===== config.mk =====
export PLATFORM = sky130hd
export DESIGN_NAME = cmm_ctrl
export DESIGN_NICKNAME = d
export VERILOG_FILES = /design/src/sv/cmm_pkg.sv /design/src/sv/cmm_ctrl.sv
export SDC_FILE = /design/constraint.sdc
export NUM_CORES = 1
export LEC_CHECK = 0
export ABC_AREA = 1
export CAP_MARGIN = 10
export CORE_ASPECT_RATIO = 1.5
export CORE_UTILIZATION = 40
export CTS_CLUSTER_DIAMETER = 150
export DETAILED_ROUTE_END_ITERATION = 7
export DONT_BUFFER_PORTS = 1
export HOLD_SLACK_MARGIN = 0.02
export PLACE_DENSITY_LB_ADDON = 0.08
export SYNTH_ARGS = -nofsm -noshare
export SYNTH_HDL_FRONTEND = slang
export SYNTH_SLANG_ARGS = --single-unit
export TNS_END_PERCENT = 1

===== constraint.sdc =====
create_clock -name clk_i -period 1.6 [get_ports clk_i]
set_clock_uncertainty 0.2 [all_clocks]
set_input_delay 0.08 -clock clk_i [delete_from_list [all_inputs] [get_ports clk_i]]
set_output_delay 0.08 -clock clk_i [all_outputs]
set_load 0.05 [all_outputs]

===== src/sv/cmm_pkg.sv =====
`timescale 1ns / 1ps
// ----------------------------------------------------------------------------
// cmm_pkg
// Types, codes and defaults shared by the confusion matrix metrics block.
// ----------------------------------------------------------------------------
package cmm_pkg;

  localparam int MAX_CLASSES_DEF = 15;
  localparam int COUNT_BITS_DEF  = 24;
  localparam int Q16_FRAC_BITS   = 16;
  localparam logic [16:0] Q16_ONE = 17'h10000;
  localparam logic [3:0]  NUM_CLASSES_RST = 4'd15;

  localparam logic [1:0] ACT_RECORD  = 2'd0;
  localparam logic [1:0] ACT_COMPUTE = 2'd1;
  localparam logic [1:0] ACT_CLEAR   = 2'd2;

  localparam logic [2:0] MET_RATE     = 3'd0;
  localparam logic [2:0] MET_MAC_PREC = 3'd1;
  localparam logic [2:0] MET_MAC_REC  = 3'd2;
  localparam logic [2:0] MET_MAC_F1   = 3'd3;
  localparam logic [2:0] MET_MIC_PREC = 3'd4;
  localparam logic [2:0] MET_MIC_REC  = 3'd5;
  localparam logic [2:0] MET_MIC_F1   = 3'd6;

  typedef struct packed {
    logic [1:0] action;
    logic [3:0] target_class;
    logic [3:0] predicted_class;
  } in_item_t;

  typedef struct packed {
    logic [2:0]  metric_id;
    logic [16:0] metric_value;
    logic        last_metric;
  } out_item_t;

  typedef enum logic [3:0] {
    OP_CLS_P, OP_CLS_R, OP_CLS_F, OP_RATE, OP_MAC_P, OP_MAC_R, OP_MAC_F,
    OP_MIC_P, OP_MIC_R, OP_MIC_F
  } div_op_e;

  typedef enum logic [3:0] {
    ST_CLEAR, ST_IDLE, ST_REC_WR, ST_SCAN, ST_SCAN_END, ST_TALLY, ST_DIV, ST_WAIT
  } ctrl_state_e;

  typedef enum logic [1:0] {
    DIV_IDLE, DIV_CHECK, DIV_RUN
  } div_state_e;

  typedef struct packed {
    logic    accept;
    logic    clr_we;
    logic    rec_we;
    logic    acc_en;
    logic    acc_diag;
    logic    acc_clr;
    logic    tot_clr;
    logic    tally;
    logic    div_start;
    div_op_e op;
  } cmd_t;

  typedef struct packed {
    logic div_done;
  } sts_t;

  function automatic div_op_e next_op(div_op_e op);
    div_op_e r;
    case (op)
      OP_CLS_P: r = OP_CLS_R;
      OP_CLS_R: r = OP_CLS_F;
      OP_CLS_F: r = OP_RATE;
      OP_RATE:  r = OP_MAC_P;
      OP_MAC_P: r = OP_MAC_R;
      OP_MAC_R: r = OP_MAC_F;
      OP_MAC_F: r = OP_MIC_P;
      OP_MIC_P: r = OP_MIC_R;
      OP_MIC_R: r = OP_MIC_F;
      default:  r = OP_CLS_P;
    endcase
    return r;
  endfunction

  function automatic logic [2:0] metric_code(div_op_e op);
    logic [2:0] r;
    case (op)
      OP_RATE:  r = MET_RATE;
      OP_MAC_P: r = MET_MAC_PREC;
      OP_MAC_R: r = MET_MAC_REC;
      OP_MAC_F: r = MET_MAC_F1;
      OP_MIC_P: r = MET_MIC_PREC;
      OP_MIC_R: r = MET_MIC_REC;
      default:  r = MET_MIC_F1;
    endcase
    return r;
  endfunction

endpackage


===== src/sv/cmm_ctrl.sv =====
`timescale 1ns / 1ps
// ----------------------------------------------------------------------------
// cmm_ctrl
// Sequencer: store clearing, sample recording and the metric walk.
// ----------------------------------------------------------------------------
module cmm_ctrl import cmm_pkg::*; #(
  parameter int MAX_CLASSES = MAX_CLASSES_DEF,
  parameter int CW          = 4
) (
  input  logic            clk_i,
  input  logic            rst_ni,
  input  logic            start,
  output logic            busy,
  input  logic [1:0]      action_i,
  input  logic            cfg_valid_i,
  input  logic [3:0]      cfg_data_i,
  output logic            cfg_ready_o,
  output cmd_t            cmd_o,
  input  sts_t            sts_i,
  output logic [CW-1:0]   cls_o,
  output logic [CW-1:0]   idx_o,
  output logic [CW-1:0]   n_o,
  output logic [2*CW-1:0] clr_idx_o
);

  ctrl_state_e     state_q, state_d;
  logic [3:0]      cfg_q;
  logic [CW-1:0]   c_q, c_d, i_q, i_d;
  logic [2*CW-1:0] clr_q, clr_d;
  logic            acc_q, diag_q;
  div_op_e         op_q, op_d;
  logic [CW-1:0]   n;
  int              n_int;

  always_comb begin
    n_int = (cfg_q == 4'd0) ? 1 : int'(cfg_q);
    if (n_int > MAX_CLASSES) n_int = MAX_CLASSES;
    n = CW'(n_int);
  end

  always_ff @(posedge clk_i or negedge rst_ni) begin
    if (!rst_ni) begin
      state_q <= ST_CLEAR;
      cfg_q   <= NUM_CLASSES_RST;
      clr_q   <= '0;
      acc_q   <= 1'b0;
      diag_q  <= 1'b0;
      c_q     <= '0;
      i_q     <= '0;
      op_q    <= OP_CLS_P;
    end else begin
      state_q <= state_d;
      clr_q   <= clr_d;
      c_q     <= c_d;
      i_q     <= i_d;
      op_q    <= op_d;
      acc_q   <= (state_q == ST_SCAN);
      diag_q  <= (state_q == ST_SCAN) && (i_q == c_q);
      if (cfg_valid_i) cfg_q <= cfg_data_i;
    end
  end

  always_comb begin
    state_d = state_q;
    c_d     = c_q;
    i_d     = i_q;
    clr_d   = clr_q;
    op_d    = op_q;
    cmd_o   = '0;
    cmd_o.op       = op_q;
    cmd_o.acc_en   = acc_q;
    cmd_o.acc_diag = diag_q;
    case (state_q)
      ST_CLEAR: begin
        cmd_o.clr_we = 1'b1;
        clr_d = clr_q + (2*CW)'(1);
        if (clr_q == '1) state_d = ST_IDLE;
      end
      ST_IDLE: begin
        if (start) begin
          cmd_o.accept = 1'b1;
          case (action_i)
            ACT_RECORD: state_d = ST_REC_WR;
            ACT_COMPUTE: begin
              cmd_o.tot_clr = 1'b1;
              cmd_o.acc_clr = 1'b1;
              c_d     = CW'(1);
              i_d     = '0;
              state_d = ST_SCAN;
            end
            ACT_CLEAR: begin
              clr_d   = '0;
              state_d = ST_CLEAR;
            end
            default: state_d = ST_IDLE;
          endcase
        end
      end
      ST_REC_WR: begin
        cmd_o.rec_we = 1'b1;
        state_d = ST_IDLE;
      end
      ST_SCAN: begin
        i_d = i_q + CW'(1);
        if (i_q == n) state_d = ST_SCAN_END;
      end
      ST_SCAN_END: state_d = ST_TALLY;
      ST_TALLY: begin
        cmd_o.tally = 1'b1;
        op_d    = OP_CLS_P;
        state_d = ST_DIV;
      end
      ST_DIV: begin
        cmd_o.div_start = 1'b1;
        state_d = ST_WAIT;
      end
      ST_WAIT: begin
        if (sts_i.div_done) begin
          if (op_q == OP_CLS_F) begin
            if (c_q == n) begin
              op_d    = OP_RATE;
              state_d = ST_DIV;
            end else begin
              c_d     = c_q + CW'(1);
              i_d     = '0;
              cmd_o.acc_clr = 1'b1;
              state_d = ST_SCAN;
            end
          end else if (op_q == OP_MIC_F) begin
            state_d = ST_IDLE;
          end else begin
            op_d    = next_op(op_q);
            state_d = ST_DIV;
          end
        end
      end
      default: state_d = ST_IDLE;
    endcase
  end

  assign busy        = (state_q != ST_IDLE);
  assign cfg_ready_o = 1'b1;
  assign cls_o       = c_q;
  assign idx_o       = i_q;
  assign n_o         = n;
  assign clr_idx_o   = clr_q;

endmodule


# Word-level counts from Yosys, hierarchy flattened
# Memories as Yosys holds them, arrays and structs flattened.
# Cells that the tools add are included.
dict set report totals {
  wordCells 96
  ff_bits 30
  rom_bits 64
  inputBits 11
  n_memories 1
}
dict set report op_classes {
  reduce_logical 13
  eq_ne 26
  add_sub_neg 3
  order_cmp 1
  n_mux 44
}
# memory words width read_ports rd_clocked_by_memory_dff wr line
set mem_list {}
lappend mem_list {{(name not given)} 16 4 1 0 0 cmm_pkg.sv:70} ;# case (op)
# op n
set ops {}
lappend ops {{$mux 4} 21}
lappend ops {{$pmux 4 s7} 1}
lappend ops {{$eq 4x3->1 const B} 4}
lappend ops {{$mux 8} 2}
lappend ops {{$pmux 4 s2} 2}
lappend ops {{$pmux 8 s2} 1}
lappend ops {{$eq 4x2->1 const B} 3}
lappend ops {{$eq 4x4->1} 3}
lappend ops {{$pmux 4 s3} 1}
lappend ops {{$reduce_and 6->1} 2}
lappend ops {{$mux 1} 10}
lappend ops {{$ne 2x2->1 const B} 5}
lappend ops {{$add 4x1->4 const B} 2}
lappend ops {{$add 8x1->8 const B} 1}
lappend ops {{$eq 8x8->1 const B} 1}
lappend ops {{$logic_not 4->1} 2}
lappend ops {{$reduce_and 4->1} 2}
lappend ops {{$mux 3} 2}
lappend ops {{$ne 2x1->1 const B} 3}
lappend ops {{$ne 3x3->1 const B} 2}
lappend ops {{$pmux 2 s3} 1}
lappend ops {{$reduce_bool 2->1} 3}
lappend ops {{$eq 4x1->1 const B} 1}
lappend ops {{$eq 4x4->1 const B} 1}
lappend ops {{10 further kinds} 11}

# Longest topological paths before layout
# Gate-level depths: netlist of the first run.
dict set report logic_depth {
  word_depth 9
  ltp_mapped 11
  ltp_nobuf 11
}

# Least setup slack after synthesis of the first run
# OpenSTA, ideal clock, no wires.
dict set report synth_timing {
  kind {reg-to-reg}
  startpoint {register state_q[2]}
  endpoint {register op_q[0]}
  period_less_slack_ns 2.520
  setup_slack_ns -0.920
  path_stages_with_launch 7
  t_required_ns 1.280
  path_buffers 0
  arrival_ns 2.200
  cell_sequence {dfrtp_1 -> inv_2 -> nor3_1 -> nand3b_2 -> nand2_1 -> nand2_1 -> nand2_1}
}
dict set report synth_between {
  elab_chain_cells 3
}
# element line
set synth_lines {}
lappend synth_lines {{from (decl)} cmm_ctrl.sv:26} ;# ctrl_state_e state_q, state_d;
lappend synth_lines {{from (signal assigned)} cmm_ctrl.sv:52} ;# state_q <= state_d;
lappend synth_lines {{$eq 4x3->1} cmm_ctrl.sv:73} ;# case (state_q)
lappend synth_lines {{$ne 3x3->1 (no line) (tied with other cells)} -}
lappend synth_lines {{$reduce_and 4->1 (no line)} -}
lappend synth_lines {{to (signal assigned)} cmm_ctrl.sv:56} ;# op_q <= op_d;
lappend synth_lines {{to (decl)} cmm_ctrl.sv:31} ;# div_op_e op_q, op_d;
# Several ways; a longest one is shown, not always the timed one.
# A chain may end at the register's enable or synchronous reset.

==> results.toml, run 1 <==
[placed_design]
hpwl_um = 4014
place.gp.congestion = 0.8124
place_area_um2 = 2650
portBuffers = 0

[logic_synthesis]
yosys.area.top_type = "dfrtp_1"
yosys.area_share.adder_pct = 5.086
synth_flop_cell = "dfrtp_1"
synth_top_area_share_pct = 31.79
synth_xor_area_share_pct = 5.340
synth_cell_type_count = 34
synthArstFlopShare_pct = 100.0
synth.area.top_cells = "dfrtp_1 (32%), nand2_1 (14%), nand3_1 (6.1%), dfstp_2 (5.3%), ha_1 (5.1%)"
synth-edff-count = 0
synth_compound_area_share_pct = 8.328
ys_ff_latch = 29
synth_top_family_by_area = "simple AND/OR/NAND/NOR gates"
ys_seq_area_share_pct = 37.13
yosysMostFrequentCell = "nand2_1"
netlist_area_um2 = 1968
netlist_instances = 261
synth_nets = 280
synth_simple_gate_area_share_pct = 35.41
synthMuxAreaShare_pct = 0.5722
synthTopCellsByCount = "nand2_1 (73), dfrtp_1 (25), inv_1 (24), nand3_1 (24), nor2_1 (18)"
postSynthAreaPerCell_um2 = 7.541
synth_warnings = 0

[setup_path]
arrival_ns = 1.64
crit_family = "simple AND/OR/NAND/NOR gates"
cp.depth = 9
start_kind = "flop"
cp_slowest_cell = "dfrtp_1"
critPathCaptureType = "primary output"
path_class = "flop to primary output"
crit_top_cell = "nand2_4"
critPathBufInv = 2
cpPeakStageDelay_ns = 0.41
cp_max_fo = 4
r2r_cells = 11
critPathRequiredTime_ns = 1.32
path_cells = "buf_4 > nand2_4 > nor2_4 > nor2_4 > nand2_2 > a21oi_4 > nand2_4 > nand2_4 > buf_12"

[cells_and_area]
area_delta_synth_final_pct = 59.00
diodes = 0
drive_gt1_share_pct = 42.06
fin_area_um2 = 3129
num-nets-final = 377
final_core_util_pct = 67.78

[pwr]
powerDensity_nw_per_um2 = 1782
irDropWorstVdd_uv = 1351
power_leakage_nw = 1.581

[detailed_routing]
ant_nets = 0
routed_wl_um = 5434
wl_per_cell_um = 12.85
viasPerCell = 4.868
first_pass_iters = 6
drtIter0Drc = 52
drc = 0
vias = 2059

[floorplan]
fp.dieW_um = 59.28
coreArea_um2 = 4617
die_h_um = 87.91
initial_core_util_pct = 42.63
design.die.area_um2 = 5211
rows = 30
ioPinCount = 46

[sta]
rsz0062_at_grt = "yes"
fin_ws_ns = -0.3216
post-route-min-period_ns = 1.922
finalCritPeriodShare_pct = 120.1
finalHoldViolCount = 5
setup_viol = 31
fmax_ghz = 0.5204
fin_setup_tns_ns = -3.248
worst_hold_slack_ns = -0.2360
maxSlewViolCount = 0

[run]
max_cap_viol_count = 0

[cts]
cts_root_buf = "clkbuf_8"
cts_made_buffers = 5
clk_pin_slew_ns = 0.07
htreeDepth = 2
clock-sinks = 29
ctsHoldBuffers = 9
ctsLongestPathBuffers = 2
clkLatencyLatePin_ns = 0.28
cts_tree = "yes"

[outcome]
status = "finished with violations"
violations = "hold timing, setup timing"

[global_routing]
grt_pass1_wl_um = 8604
globalRouteOverflowTotal = 0
grt_max_degree = 30
grt_pass1_vias = 1970
track_usage_pct = 22.30
grt_antenna_before_repair = 0

[hold_path]
hold_path_depth = 2
hold_class = "input port to flop"
sequential cells by signal, indices dropped and copies added (netlist names):
register and flops:
cls_o 4, cfg_q 4, diag_q 1, idx_o 4, acc_q 1, op_q 4, clr_idx_o 8, state_q 3
metrics by stage:
step | cells | total power (W) | setup WS, ns
after floorplan | 261 | 0.003071 | -0.2955
after global placement | 393 | 0.004279 | -0.1669
after detailed placement | 393 | 0.004297 | -0.1666
after CTS | 417 | 0.005398 | -0.3515
after global routing | 423 | 0.005925 | -0.3863
final | 423 | 0.005577 | -0.3216
cell families (layout without fill, tap and decap cells):
family | Yosys count | in the layout
simple gates | 145 | 145
buf+inv | 38 | 136
flops | 29 | 29
compound gates | 27 | 27
xor+xnor | 12 | 12
fa+ha+maj | 8 | 8
other cells | 1 | 1
mux | 1 | 1
cells in the final DEF (no fill, tap or decap), types with 5 or more instances in the layout:
| cell type | count |
|---|---|
| a21oi_1 | 9 |
| buf_12 | 5 |
| buf_4 | 74 |
| buf_6 | 10 |
| clkbuf_8 | 6 |
| dfrtp_1 | 21 |
| dlygate4sd3_1 | 8 |
| ha_1 | 8 |
| inv_1 | 23 |
| inv_2 | 6 |
| nand2_1 | 67 |
| nand2_2 | 7 |
| nand2_4 | 5 |
| nand3_1 | 23 |
| nand4_1 | 8 |
| nor2_1 | 13 |
| nor2_4 | 8 |
| o21ai_0 | 8 |
| xor2_1 | 7 |
report_power, final:
part | switching, W | total, W | internal (W) | leakage, nW
clock network | 0.000303 | 0.000809 | 0.000506 | 0.0574
registers | 0.000200 | 0.00112 | 0.000923 | 0.358
logic | 0.00212 | 0.00365 | 0.00153 | 1.16
total | 0.00262 | 0.00558 | 0.00295 | 1.58
area by class of cell:
cell class                 instances  area, um2
clock buffer                       6      82.58
sequential                        29      735.7
clock inverter                     2      37.54
fill                             405       1488
inverter                          30      113.9
tap                               64      80.08
multi-input combinational        194       1216
timing repair buffer              98      863.3
what timing repair did:
action | in CTS | in global routing
setup buffers | 7 | 6
setup endpoints to repair | 29 | 33
pin swaps | 9 | 12
endpoints found under the hold margin | 39 | 5
gates resized for setup | 24 | 17
layer usage:
layer  GRT usage, %  share of wire (%)  vias to the layer above
li1               -                  -                     1032
met1          22.12                 37                      965
met2          42.90                 57                       51
met3          4.874                4.0                       11
met4          9.307                1.9                        0
met5              0                  0                        -
worst paths after layout:
check                             startpoint            to  slack [ns]
worst max-delay path              state_q[2]      cmd_o[7]       -0.32
worst min-delay path                   sts_i      cls_o[1]       -0.24
min in group asynchronous             rst_ni  clr_idx_o[0]        0.03
worst max register to register    state_q[0]    state_q[2]       -0.23
max in group asynchronous             rst_ni      cfg_q[0]        0.93
worst min register to register  clr_idx_o[0]  clr_idx_o[0]        0.31
Note: power is estimated with default switching activity, not from simulation.
==> run 2, diff against run 1 <==
==> constraint.sdc (replaced) <==
create_clock -name clk_i -period 1.6 [get_ports clk_i]
set_clock_uncertainty 0.2 [all_clocks]
set_input_delay 0.48 -clock clk_i [delete_from_list [all_inputs] [get_ports clk_i]]
set_output_delay 0.48 -clock clk_i [all_outputs]
set_load 0.05 [all_outputs]
==> run 2 against run 1 <==
Routed wire length decreased by 3.3%. Global-route usage is 0.31 points lower. Total power down 2.3%. Largest power group unchanged. Die area unchanged. Sequential cell count unchanged. Combinational power is 4% lower. The flow finishes with violations (setup timing). Register-to-register slack lost 0.11 ns. Largest cell class unchanged. Critical path depth stayed put. Sequential share of layout area grew 1.3 points. Setup slack worse by 0.40 ns. Fmax decreased by 17%.
==> results.toml, run 2 (synthesized netlist as in run 1, its figures left out) <==
[pwr]
clockPowerShare_pct = 15.0
p_int_w = 0.002806
switching_share_pct = 48.53
power_leakage_nw = 1.473
combPwrFrac_pct = 64.0
powerDensity_nw_per_um2 = 1810
p_seq_share_pct = 21.1
power.switching_w = 0.002645
irDropWorstVdd_uv = 1282

[floorplan]
ioPinCount = 46
design.die.area_um2 = 5211
initial_core_util_pct = 42.63
fp.dieW_um = 59.28
die_h_um = 87.91
coreArea_um2 = 4617
rows = 30

[cts]
cts_made_buffers = 5
htreeDepth = 2
clk_pin_slew_ns = 0.07
clock-sinks = 29
clkLatencyLatePin_ns = 0.29
ctsLongestPathBuffers = 2
cts_root_buf = "clkbuf_8"
cts_tree = "yes"

[setup_path]
critPathCaptureType = "primary output"
critPathRequiredTime_ns = 0.92
cp_slowest_cell = "dfrtp_2"
path_cells = "nand2_2 > inv_2 > nand2_4 > nor2_4 > nor2_4 > nand2_2 > a21oi_4 > nand2_4 > clkinvlp_4"
start_kind = "flop"
path_class = "flop to primary output"
critPathBufInv = 2
crit_family = "simple AND/OR/NAND/NOR gates"
cp_max_fo = 3
cpPeakStageDelay_ns = 0.44
arrival_ns = 1.65

[cells_and_area]
regArea_um2 = 747.0
most-common-layout-cells = "nand2_1 (65), buf_4 (44), inv_1 (23)"
largest_register_ff_count = 8
diodes = 0
area_delta_synth_final_pct = 53.02
nFillCells = 405
num-nets-final = 353
drive_gt1_share_pct = 44.18
multi_input_area_um2 = 1236
final_common_cell = "nand2_1"

[sta]
rsz0062_at_grt = "yes"
fin_ws_ns = -0.7258
finalCritPeriodShare_pct = 145.4
setup_viol = 38
maxSlewViolCount = 0
fin_setup_tns_ns = -7.954
post-route-min-period_ns = 2.326
fmax_ghz = 0.4300
finalHoldViolCount = 0

[global_routing]
globalRouteOverflowTotal = 0
track_usage_pct = 21.99
grt_pass1_vias = 1846
grt_antenna_before_repair = 0
grt_max_degree = 30
grt_pass1_wl_um = 8418

[detailed_routing]
first_pass_iters = 4
wl_per_cell_um = 13.18
drtIter0Drc = 59
viasPerCell = 4.825
ant_nets = 0
vias = 1925
drc = 0
routed_wl_um = 5257

[run]
max_cap_viol_count = 0

[outcome]
status = "finished with violations"
violations = "setup timing"

[placed_design]
place.gp.congestion = 0.8460
portBuffers = 0
preCtsSetupSlack_ns = -0.4383
hpwl_um = 3912

[hold_path]
hold_class = "input port to flop"
==> run 2: through the flow <==
step | power (W) | area [um2] | cells | util (%) | hold WS [ns]
after detailed placement | 0.004228 | 2613 | 385 | 56.59 | -0.01478
after global routing | 0.005804 | 3012 | 399 | 65.23 | 0.06173
after CTS | 0.005388 | 2955 | 398 | 64.01 | 0.06549
final | 0.005451 | 3012 | 399 | 65.23 | 0.07150
after floorplan | 0.003140 | 2046 | 261 | - | -0.01559
after global placement | 0.004219 | 2613 | 385 | 56.59 | -0.01470
==> run 2: worst reg2reg max path, stage by stage (launching register included) <==
cell and delay [ns]:
dfrtp_2 0.44, nand2_2 0.08, inv_2 0.05, nand2_4 0.07, buf_4 0.18, clkinv_2 0.14, buf_4 0.18, a211oi_1 0.21
o21ai_0 0.14, nor2_1 0.10, nor2_1 0.04
==> run 2: path summary, 6_finish.rpt <==
check	startpoint	cells past startpoint	to	slack [ns]
max	state_q[1]	9	cmd_o[6]	-0.73
min	cfg_valid_i	1	cfg_q[0]	0.07
max reg2reg	state_q[1]	10	state_q[1]	-0.34
min reg2reg	clr_idx_o[2]	2	clr_idx_o[2]	0.38
max in group asynchronous	rst_ni	2	cfg_q[2]	0.53
min in group asynchronous	rst_ni	2	idx_o[2]	0.43
==> run 2: cell type report <==
cell class / count / area share (%)
Multi-Input combinational cell: 194 / 41.05
Sequential cell: 29 / 24.80
Timing Repair Buffer: 74 / 23.51
Inverter: 30 / 3.988
Clock buffer: 6 / 2.742
Tap cell: 64 / 2.659
Clock inverter: 2 / 1.246
==> run 2: what timing repair did <==
item	CTS	global route
hold endpoints to repair	29	0
pin swaps	10	7
buffers inserted	3	1
hold buffers	2	0
setup endpoints to repair	46	53
resized for setup	45	14
cloned	0	0
==> run 2: power by group through the flow <==
| stage | sequential [W] | clock, W | combinational (W) |
|---|---|---|---|
| finish | 0.00115 | 0.000815 | 0.00349 |
| floorplan | 0.00160 | 0 | 0.00154 |
| detailed placement | 0.00113 | 0 | 0.00310 |
| CTS | 0.00113 | 0.000836 | 0.00342 |
| global route | 0.00117 | 0.000867 | 0.00377 |
| global placement | 0.00113 | 0 | 0.00309 |
==> run 2: metal layers <==
metal  up-vias  wire length [um]  GRT usage (%)
met5         -                 0              0
met4         0                73          7.792
met3         6               240          5.022
met2        55              2805          40.55
met1       879              2137          23.87
li1        985                 -              -
